--- config.mk ---
export PLATFORM = sky130hd
export DESIGN_NAME = chebyshev_third_kind_eval
export DESIGN_NICKNAME = d
export VERILOG_FILES = /design/src/rtl/cheb3_pkg.sv /design/src/rtl/cheb3_mul_unit.sv /design/src/rtl/chebyshev_third_kind_eval.sv
export VERILOG_INCLUDE_DIRS = /design/src /design/src/rtl
export SDC_FILE = /design/constraint.sdc
export NUM_CORES = 2
export LEC_CHECK = 0
export ABC_CLOCK_PERIOD_IN_PS = 11900
export CAP_MARGIN = 20
export CORE_ASPECT_RATIO = 0.75
export CORE_MARGIN = 2
export CORE_UTILIZATION = 55
export CTS_BUF_LIST = sky130_fd_sc_hd__clkbuf_16
export DETAILED_ROUTE_END_ITERATION = 10
export DONT_BUFFER_PORTS = 1
export PLACE_DENSITY = 0.73
export SYNTH_ARGS = -nofsm -noshare
export SYNTH_HDL_FRONTEND = slang
export SYNTH_SLANG_ARGS = --single-unit
export TNS_END_PERCENT = 20
--- constraint.sdc ---
create_clock -name clk -period 11.9 [get_ports clk]
set_clock_uncertainty 0.15 [all_clocks]
set_input_delay 2.38 -clock clk [delete_from_list [all_inputs] [get_ports clk]]
set_output_delay 2.38 -clock clk [all_outputs]
set_load 0.03 [all_outputs]
--- src/rtl/assert_macros.svh ---
// Assertion macros used by the top-level RTL file of the Chebyshev third-kind evaluator.
`ifndef ASSERT_MACROS_SVH
`define ASSERT_MACROS_SVH

// Same-cycle implication, checked on the rising edge and held off during reset.
`define CHK_IMPLY(label, ck, rs, ante, cons, msg) \
  label: assert property (@(posedge ck) disable iff (rs) (ante) |-> (cons)) else $error(msg);

// Next-cycle implication, checked on the rising edge and held off during reset.
`define CHK_NEXT(label, ck, rs, ante, cons, msg) \
  label: assert property (@(posedge ck) disable iff (rs) (ante) |=> (cons)) else $error(msg);

`endif

--- src/rtl/cheb3_pkg.sv ---
// Package with the types and constants of the Chebyshev third-kind evaluator.
`timescale 1ns / 1ps

package cheb3_pkg;

  localparam int MAX_DEGREE_DEF = 1023;
  localparam int FRAC_BITS      = 28;

  localparam int X_W    = 32;
  localparam int DEG_W  = 11;
  localparam int VAL_W  = 64;
  localparam int TWOX_W = X_W + 1;
  localparam int PROD_W = TWOX_W + VAL_W;

  localparam logic signed [VAL_W-1:0] ONE     = VAL_W'(64'sd1 <<< FRAC_BITS);
  localparam logic signed [VAL_W-1:0] VAL_MAX = {1'b0, {(VAL_W-1){1'b1}}};
  localparam logic signed [VAL_W-1:0] VAL_MIN = {1'b1, {(VAL_W-1){1'b0}}};

  typedef enum logic [2:0] {
    ST_IDLE,
    ST_MUL_LO,
    ST_MUL_HI,
    ST_UPDATE,
    ST_FINISH
  } state_t;

  typedef struct packed {
    logic load;
    logic mul_lo;
    logic mul_hi;
    logic update;
  } cheb3_ctrl_t;

endpackage

--- src/rtl/cheb3_mul_unit.sv ---
// Shared multiply, shift, saturate and subtract unit that runs one recurrence step.
`timescale 1ns / 1ps

module cheb3_mul_unit (
  input  logic                                    clk,
  input  cheb3_pkg::cheb3_ctrl_t                  ctrl,
  input  logic signed [cheb3_pkg::X_W-1:0]        arg_x,
  output logic signed [cheb3_pkg::VAL_W-1:0]      v1,
  output logic                                    sat
);

  logic signed [cheb3_pkg::TWOX_W-1:0]   two_x;
  logic signed [cheb3_pkg::VAL_W-1:0]    v0;
  logic signed [cheb3_pkg::PROD_W-1:0]   acc;

  logic signed [cheb3_pkg::TWOX_W-1:0]   mul_b;
  logic signed [2*cheb3_pkg::TWOX_W-1:0] prod;
  logic signed [cheb3_pkg::PROD_W-1:0]   acc_sum;
  logic signed [cheb3_pkg::PROD_W-1:0]   shifted;
  logic                                  prod_ovf;
  logic signed [cheb3_pkg::VAL_W-1:0]    prod_sat;
  logic signed [cheb3_pkg::VAL_W:0]      diff;
  logic                                  sub_ovf;
  logic signed [cheb3_pkg::VAL_W-1:0]    vn;

  always_comb begin
    if (ctrl.mul_hi) begin
      mul_b = $signed({v1[cheb3_pkg::VAL_W-1], v1[63:32]});
    end else begin
      mul_b = $signed({1'b0, v1[31:0]});
    end
    prod     = two_x * mul_b;
    acc_sum  = acc + (cheb3_pkg::PROD_W'(prod) <<< 32);
    shifted  = acc >>> cheb3_pkg::FRAC_BITS;
    prod_ovf = !((&shifted[cheb3_pkg::PROD_W-1:cheb3_pkg::VAL_W-1]) ||
                 !(|shifted[cheb3_pkg::PROD_W-1:cheb3_pkg::VAL_W-1]));
    if (prod_ovf) begin
      prod_sat = shifted[cheb3_pkg::PROD_W-1] ? cheb3_pkg::VAL_MIN : cheb3_pkg::VAL_MAX;
    end else begin
      prod_sat = shifted[cheb3_pkg::VAL_W-1:0];
    end
    diff    = {prod_sat[cheb3_pkg::VAL_W-1], prod_sat} - {v0[cheb3_pkg::VAL_W-1], v0};
    sub_ovf = diff[cheb3_pkg::VAL_W] != diff[cheb3_pkg::VAL_W-1];
    if (sub_ovf) begin
      vn = diff[cheb3_pkg::VAL_W] ? cheb3_pkg::VAL_MIN : cheb3_pkg::VAL_MAX;
    end else begin
      vn = diff[cheb3_pkg::VAL_W-1:0];
    end
  end

  always_ff @(posedge clk) begin
    if (ctrl.load) begin
      two_x <= $signed({arg_x, 1'b0});
      v0    <= cheb3_pkg::ONE;
      v1    <= cheb3_pkg::VAL_W'($signed({arg_x, 1'b0})) - cheb3_pkg::ONE;
      sat   <= 1'b0;
    end
    if (ctrl.mul_lo) begin
      acc <= cheb3_pkg::PROD_W'(prod);
    end
    if (ctrl.mul_hi) begin
      acc <= acc_sum;
    end
    if (ctrl.update) begin
      v0  <= v1;
      v1  <= vn;
      sat <= sat | prod_ovf | sub_ovf;
    end
  end

endmodule

--- src/rtl/chebyshev_third_kind_eval.sv ---
// Top level of the Chebyshev third-kind evaluator: sequencer, special cases and output register.
//
//   channel | direction | handshake           | beat fields
//   in      | input     | in_valid, in_ready   | arg_x, degree
//   out     | output    | out_valid, out_ready | value, overflow
//
// A beat with degree n >= 2 and no special argument runs n-1 recurrence steps from accept
// to the result register; every other beat goes from idle straight to the finish state.
// Each recurrence step runs the one 33x33 multiplier path through MUL_LO, MUL_HI and UPDATE:
// low half, high half with accumulate, then shift, saturate and subtract.
// Reset clears the sequencer and the output valid.
// The input is ready only when the sequencer is idle, and a finished result waits in
// the finish state while the output register still holds an untaken beat.
`timescale 1ns / 1ps
`include "assert_macros.svh"

module chebyshev_third_kind_eval #(
  parameter int MAX_DEGREE = cheb3_pkg::MAX_DEGREE_DEF
) (
  input  logic                                 clk,
  input  logic                                 rst,
  input  logic                                 in_valid,
  output logic                                 in_ready,
  input  logic signed [cheb3_pkg::X_W-1:0]     arg_x,
  input  logic signed [cheb3_pkg::DEG_W-1:0]   degree,
  output logic                                 out_valid,
  input  logic                                 out_ready,
  output logic signed [cheb3_pkg::VAL_W-1:0]   value,
  output logic                                 overflow
);

  localparam int CNT_W = $clog2(MAX_DEGREE + 1);

  cheb3_pkg::state_t      state;
  cheb3_pkg::state_t      state_next;
  cheb3_pkg::cheb3_ctrl_t ctrl;

  logic [CNT_W-1:0]                   rem;
  logic                               special;
  logic signed [cheb3_pkg::VAL_W-1:0] spec_value;
  logic                               out_load;
  logic                               accept;

  logic [CNT_W-1:0]                   n_clamp;
  logic                               deg_neg;
  logic                               x_one;
  logic                               x_mone;
  logic                               special_in;
  logic signed [cheb3_pkg::VAL_W-1:0] m_mag;
  logic signed [cheb3_pkg::VAL_W-1:0] spec_in;

  logic signed [cheb3_pkg::VAL_W-1:0] v1;
  logic                               sat;

  cheb3_mul_unit u_mul (
    .clk   (clk),
    .ctrl  (ctrl),
    .arg_x (arg_x),
    .v1    (v1),
    .sat   (sat)
  );

  always_comb begin
    deg_neg = degree[cheb3_pkg::DEG_W-1];
    if (int'(degree[cheb3_pkg::DEG_W-2:0]) > MAX_DEGREE) begin
      n_clamp = CNT_W'(MAX_DEGREE);
    end else begin
      n_clamp = CNT_W'(degree[cheb3_pkg::DEG_W-2:0]);
    end
    x_one  = cheb3_pkg::VAL_W'(arg_x) == cheb3_pkg::ONE;
    x_mone = cheb3_pkg::VAL_W'(arg_x) == -cheb3_pkg::ONE;
    m_mag  = cheb3_pkg::VAL_W'({n_clamp, 1'b1}) <<< cheb3_pkg::FRAC_BITS;
    special_in = deg_neg || x_one || x_mone || (n_clamp == '0);
    priority if (deg_neg) begin
      spec_in = '0;
    end else if (x_one) begin
      spec_in = cheb3_pkg::ONE;
    end else if (x_mone) begin
      spec_in = n_clamp[0] ? -m_mag : m_mag;
    end else begin
      spec_in = cheb3_pkg::ONE;
    end
  end

  always_ff @(posedge clk) begin
    if (rst) begin
      state <= cheb3_pkg::ST_IDLE;
    end else begin
      state <= state_next;
    end
  end

  always_comb begin
    state_next = state;
    ctrl       = '0;
    in_ready   = 1'b0;
    out_load   = 1'b0;
    unique case (state)
      cheb3_pkg::ST_IDLE: begin
        in_ready = 1'b1;
        if (in_valid) begin
          ctrl.load = 1'b1;
          if (special_in || n_clamp == CNT_W'(1)) begin
            state_next = cheb3_pkg::ST_FINISH;
          end else begin
            state_next = cheb3_pkg::ST_MUL_LO;
          end
        end
      end
      cheb3_pkg::ST_MUL_LO: begin
        ctrl.mul_lo = 1'b1;
        state_next  = cheb3_pkg::ST_MUL_HI;
      end
      cheb3_pkg::ST_MUL_HI: begin
        ctrl.mul_hi = 1'b1;
        state_next  = cheb3_pkg::ST_UPDATE;
      end
      cheb3_pkg::ST_UPDATE: begin
        ctrl.update = 1'b1;
        if (rem == CNT_W'(1)) begin
          state_next = cheb3_pkg::ST_FINISH;
        end else begin
          state_next = cheb3_pkg::ST_MUL_LO;
        end
      end
      cheb3_pkg::ST_FINISH: begin
        if (!out_valid || out_ready) begin
          out_load   = 1'b1;
          state_next = cheb3_pkg::ST_IDLE;
        end
      end
      default: begin
        state_next = cheb3_pkg::ST_IDLE;
      end
    endcase
  end

  assign accept = in_valid && in_ready;

  always_ff @(posedge clk) begin
    if (accept) begin
      rem        <= n_clamp - CNT_W'(1);
      special    <= special_in;
      spec_value <= spec_in;
    end else if (ctrl.update) begin
      rem <= rem - CNT_W'(1);
    end
  end

  always_ff @(posedge clk) begin
    if (rst) begin
      out_valid <= 1'b0;
    end else if (out_load) begin
      out_valid <= 1'b1;
    end else if (out_ready) begin
      out_valid <= 1'b0;
    end
  end

  always_ff @(posedge clk) begin
    if (out_load) begin
      value    <= special ? spec_value : v1;
      overflow <= special ? 1'b0 : sat;
    end
  end

  `CHK_NEXT(a_busy_after_accept, clk, rst, accept, !in_ready, "ready after accept")
  `CHK_IMPLY(a_update_count, clk, rst, state == cheb3_pkg::ST_UPDATE, rem != '0, "no steps left")
  `CHK_NEXT(a_neg_short, clk, rst, accept && deg_neg, state == cheb3_pkg::ST_FINISH, "negative n")
  `CHK_IMPLY(a_special_clean, clk, rst, $rose(out_valid) && special, !overflow, "special overflow")

endmodule

==> flow_results.org <==
** GRT
- Number of global-route vias before repair :: 43.5k
- Maximum number of pins on one net before global-route repair :: 66
- Summed over all layers, the global routing overflow is 0.
- The initial antenna violation count was 3.
- The first global-routing pass estimated approximately 270,000 µm of wire.
- In the global route stage, overall resource usage came out at 0.332.

** Logic synthesis
- Counting every net in the synthesized netlist gives 7,518.
- Yosys Warn Count :: 0
- Proportion of netlist area held by the largest area contributor :: 0.387
- Fraction of registers with async set or reset after synthesis :: 0
- Count of mapped cells out of synthesis :: approximately 6k
- The synthesized netlist occupies a cell area of between 50,000 and 60,000 µm².
- After synthesis the netlist holds a flip-flop and latch count of 322.
- Post-synthesis average cell area :: about 9.6 µm²
- The synthesized netlist contains 84 unique library cells.
- The most used flip-flop cell after synthesis is sky130_fd_sc_hd__edfxtp_1.
- Yosys mapped a number of flops with a built-in enable equal to approximately 320.
- sky130_fd_sc_hd__fa_1 takes more of the synthesized area than any other cell.
- Share of synthesized area occupied by flip-flops and latches :: 0.167
- Most area-consuming cells after synthesis :: sky130_fd_sc_hd__fa_1 (39%), sky130_fd_sc_hd__edfxtp_1 (17%), sky130_fd_sc_hd__inv_1 (7.2%)

** Clock network
- CTS tree :: built
- Deepest level of the CTS H-tree :: 1
- Number of buffers created by CTS :: 30
- Counting along the longest clock path gives a buffer depth of 3.
- Latest clock arrival within the worst-skew pair :: approximately 630 ps
- Clock input transition at the sequential cells of the worst setup and hold paths :: about 70 ps
- Total number of clock tree sinks :: between 300 and 400
- Clock Tree Root :: sky130_fd_sc_hd__clkbuf_16

** Critical path
- Along the worst path, the maximum fanout reaches 9.
- Counting stages on the worst path, the most repeated cell is sky130_fd_sc_hd__fa_1.
- Critical Path Slowest Stage Cell :: sky130_fd_sc_hd__fa_1
- For the worst setup path, the data required time is between 10,000 and 15,000 ps.
- In this run the critical register-to-register path is launched from state[0].
- Flop-to-flop setup slack :: around 330 ps
- The number of buffers and inverters on the critical path is 10.
- The cell family contributing the most delay on the critical path is adder cells.
- End of the worst register-to-register path :: u_mul.acc[96]
- Worst Setup Start Kind :: flip-flop
- In this run the worst setup path begins at state[0].
- The number of cells on the worst reg-to-reg path is 45.
- The critical path is of the reg2reg type.
- On the worst path, the slowest cell contributes a delay of 560 ps.
- Crit path depth :: 45
- Crit path DAT :: between 10,000 and 15,000 ps
- Endpoint of the worst setup timing path :: u_mul.acc[96]
- STA classifies the critical path endpoint as a flip-flop.

** Drt
- For this run, the detailed router's first-pass iteration total came to 6.
- In this run the remaining antenna-violating nets after routing total 0.
- Detailed Route Iter0 Violations :: 4,458
- Vias post-DR :: approximately 43k
- Using the TritonRoute via totals, the vias-per-cell ratio works out to ~5.9.
- The routed design has about 170,000 µm of wire.
- Wirelength per Cell :: ~24 µm
- For this run, design rule violations remaining after detail routing come to 0.

** Timing
- Tcrit/Tclk final :: 0.972
- The number of max-slew violations in the final report is 0.
- Maximum clock frequency :: between 80 and 90 MHz
- The count of endpoints failing hold in the final timing report was 0.
- Measured against its own limit, the worst slew margin works out to 0.227.
- Setup total negative slack on the finished layout was measured at 0 ps.
- Final Setup Violations :: 0
- The worst path in the final design needs a cycle of 11,570 ps, including I/O delays and setup.
- For the pin with the worst max-slew slack, the measured transition is 1160 ps.
- Setup repair after global routing left no endpoint under its margin.

** Hold path
- Counting instances, the worst hold path has a depth of 1.
- In this run the worst hold path is classified as reg2reg.

** Floorplan
- Die ar. :: approximately 110,000 µm²
- The floorplan has between 100 and 150 rows.
- During I/O placement, the number of pins put on the boundary was about 110.
- DIE WIDTH :: 378 µm
- The core region is about 100,000 µm².
- For this configuration, the core starts out at a cell density of 0.557.
- Y dimension of the die :: approximately 280 µm

** Cells and area
- Relative to the synthesized area, the layout overhead comes to 6.19%.
- Of the cells placed in the final design, the portion with a size suffix greater than 1 is 0.0609.
- The library cells used most frequently in the layout, excluding fill and tap cells, are sky130_fd_sc_hd__inv_1 (1,119), sky130_fd_sc_hd__fa_1 (1,115), sky130_fd_sc_hd__nand2_1 (753).
- Leaving out fill and tap cells, the most frequent cell in the layout is sky130_fd_sc_hd__inv_1.
- In the final design database the tool counted 7,451 nets.

** Placement
- Number of input and output port buffers inserted :: 0
- Hpwl dp :: between 100,000 and 150,000 µm
- Last weighted congestion value of the routability-driven placer :: between 1 and 1.5

** Status
- The flow ran to the end, and the final reports show no timing, DRC or antenna violations.

** Job
- Max capacitance violation total :: 0
## per-stage QoR
stage | setup WS, ps | std cells | util | hold WS, ps | instance area (µm²)
after floorplan | 1090 | 6034 | - | 366 | 57700
after global placement | 87.6 | 7320 | 0.578 | 376 | 59900
after detailed placement | 86.2 | 7320 | 0.578 | 387 | 59900
after CTS | 43.6 | 7376 | 0.587 | 403 | 60800
after global routing | 9.39 | 7395 | 0.591 | 414 | 61300
final | 328 | 7396 | 0.591 | 404 | 61300
## sequential cells by signal, indices dropped and copies added (netlist names)
name and cells:
u_mul.acc 69, u_mul.v0 64, u_mul.v1 64, value 64, u_mul.two_x 32, spec_value 12, rem 10, state 3
out_valid 1, overflow 1, special 1, u_mul.sat 1
## cells in the mapped netlist, types with 13 or more instances
cell type	number
sky130_fd_sc_hd__nand3_1	37
sky130_fd_sc_hd__nand2_1	757
sky130_fd_sc_hd__a21oi_1	214
sky130_fd_sc_hd__mux2_2	19
sky130_fd_sc_hd__and2_1	473
sky130_fd_sc_hd__nand4_1	32
sky130_fd_sc_hd__a31oi_1	30
sky130_fd_sc_hd__or2_2	18
sky130_fd_sc_hd__clkbuf_1	292
sky130_fd_sc_hd__o21ai_0	206
sky130_fd_sc_hd__xor2_1	80
sky130_fd_sc_hd__o31ai_1	13
sky130_fd_sc_hd__a211oi_1	20
sky130_fd_sc_hd__xnor2_1	133
sky130_fd_sc_hd__o21a_1	13
sky130_fd_sc_hd__nor4_1	14
sky130_fd_sc_hd__nor3_1	34
sky130_fd_sc_hd__fa_1	1115
sky130_fd_sc_hd__and3_1	39
sky130_fd_sc_hd__inv_1	1109
sky130_fd_sc_hd__o211ai_1	34
sky130_fd_sc_hd__a21o_1	194
sky130_fd_sc_hd__a221o_1	26
sky130_fd_sc_hd__ha_1	322
sky130_fd_sc_hd__o21bai_1	38
sky130_fd_sc_hd__edfxtp_1	318
sky130_fd_sc_hd__nor2_1	176
sky130_fd_sc_hd__nand2b_1	20
sky130_fd_sc_hd__nor2b_1	96
## worst min-delay path by stage
stage | slack, ps | end | startpoint
6_report | 400 | value[33] | spec_value[33]
5_1_grt | 410 | value[36] | spec_value[36]
4_1_cts | 400 | value[33] | spec_value[33]
3_5_place_dp | 390 | value[33] | spec_value[33]
3_3_place_gp | 380 | value[33] | spec_value[33]
2_1_floorplan | 370 | overflow | u_mul.sat
## logic make-up after synthesis
| group | Yosys count | synth area share |
|---|---|---|
| xor gates and xnor gates | 213 | 0.0323 |
| adders and majority gates | 1437 | 0.457 |
| AOI/OAI and AO/OA | 883 | 0.0993 |
| buffers and inverters | 1422 | 0.0933 |
| DFF | 322 | 0.167 |
| other | 1 | 0.0000650 |
| muxes | 21 | 0.00412 |
| and+or+nand+nor | 1735 | 0.147 |
## repair_timing
item	4_1_cts	5_1_grt
hold buffers	0	0
hold endpoints to repair	0	0
setup endpoints to repair	0	24
buffers inserted	0	15
gates resized for setup	0	45
## area by class of cell
type | count | area (µm²)
Sequential cell | 322 | 9630
Antenna cell | 1 | 2.50
Clock inverter | 26 | 199
Clock buffer | 30 | 751
Inverter | 1109 | 4160
Fill cell | 8964 | 42400
Tap cell | 1404 | 1760
Timing Repair Buffer | 212 | 1720
Multi-Input combinational cell | 4292 | 43000
## worst register-to-register path, delay by kind of cell, from the launching register on
kind	cells	cell delay, ps
buffers and inverters	10	1270
adder cells (fa/ha/maj)	10	4270
XOR/XNOR	3	450
AND/OR/NAND/NOR	7	1640
AO/OA/AOI/OAI	15	3120
flip-flops	1	460
## routing by layer
metal / vias up / track usage / routed length, µm
met3: 238 / 0.0866 / 21800
met4: 0 / 0.0668 / 4350
met5: - / 0 / 0
li1: 18700 / - / -
met1: 22200 / 0.521 / 76500
met2: 2337 / 0.462 / 72200
Power is not shown: default switching activity piles up to over one toggle a cycle in this logic, so the estimate is an artifact.
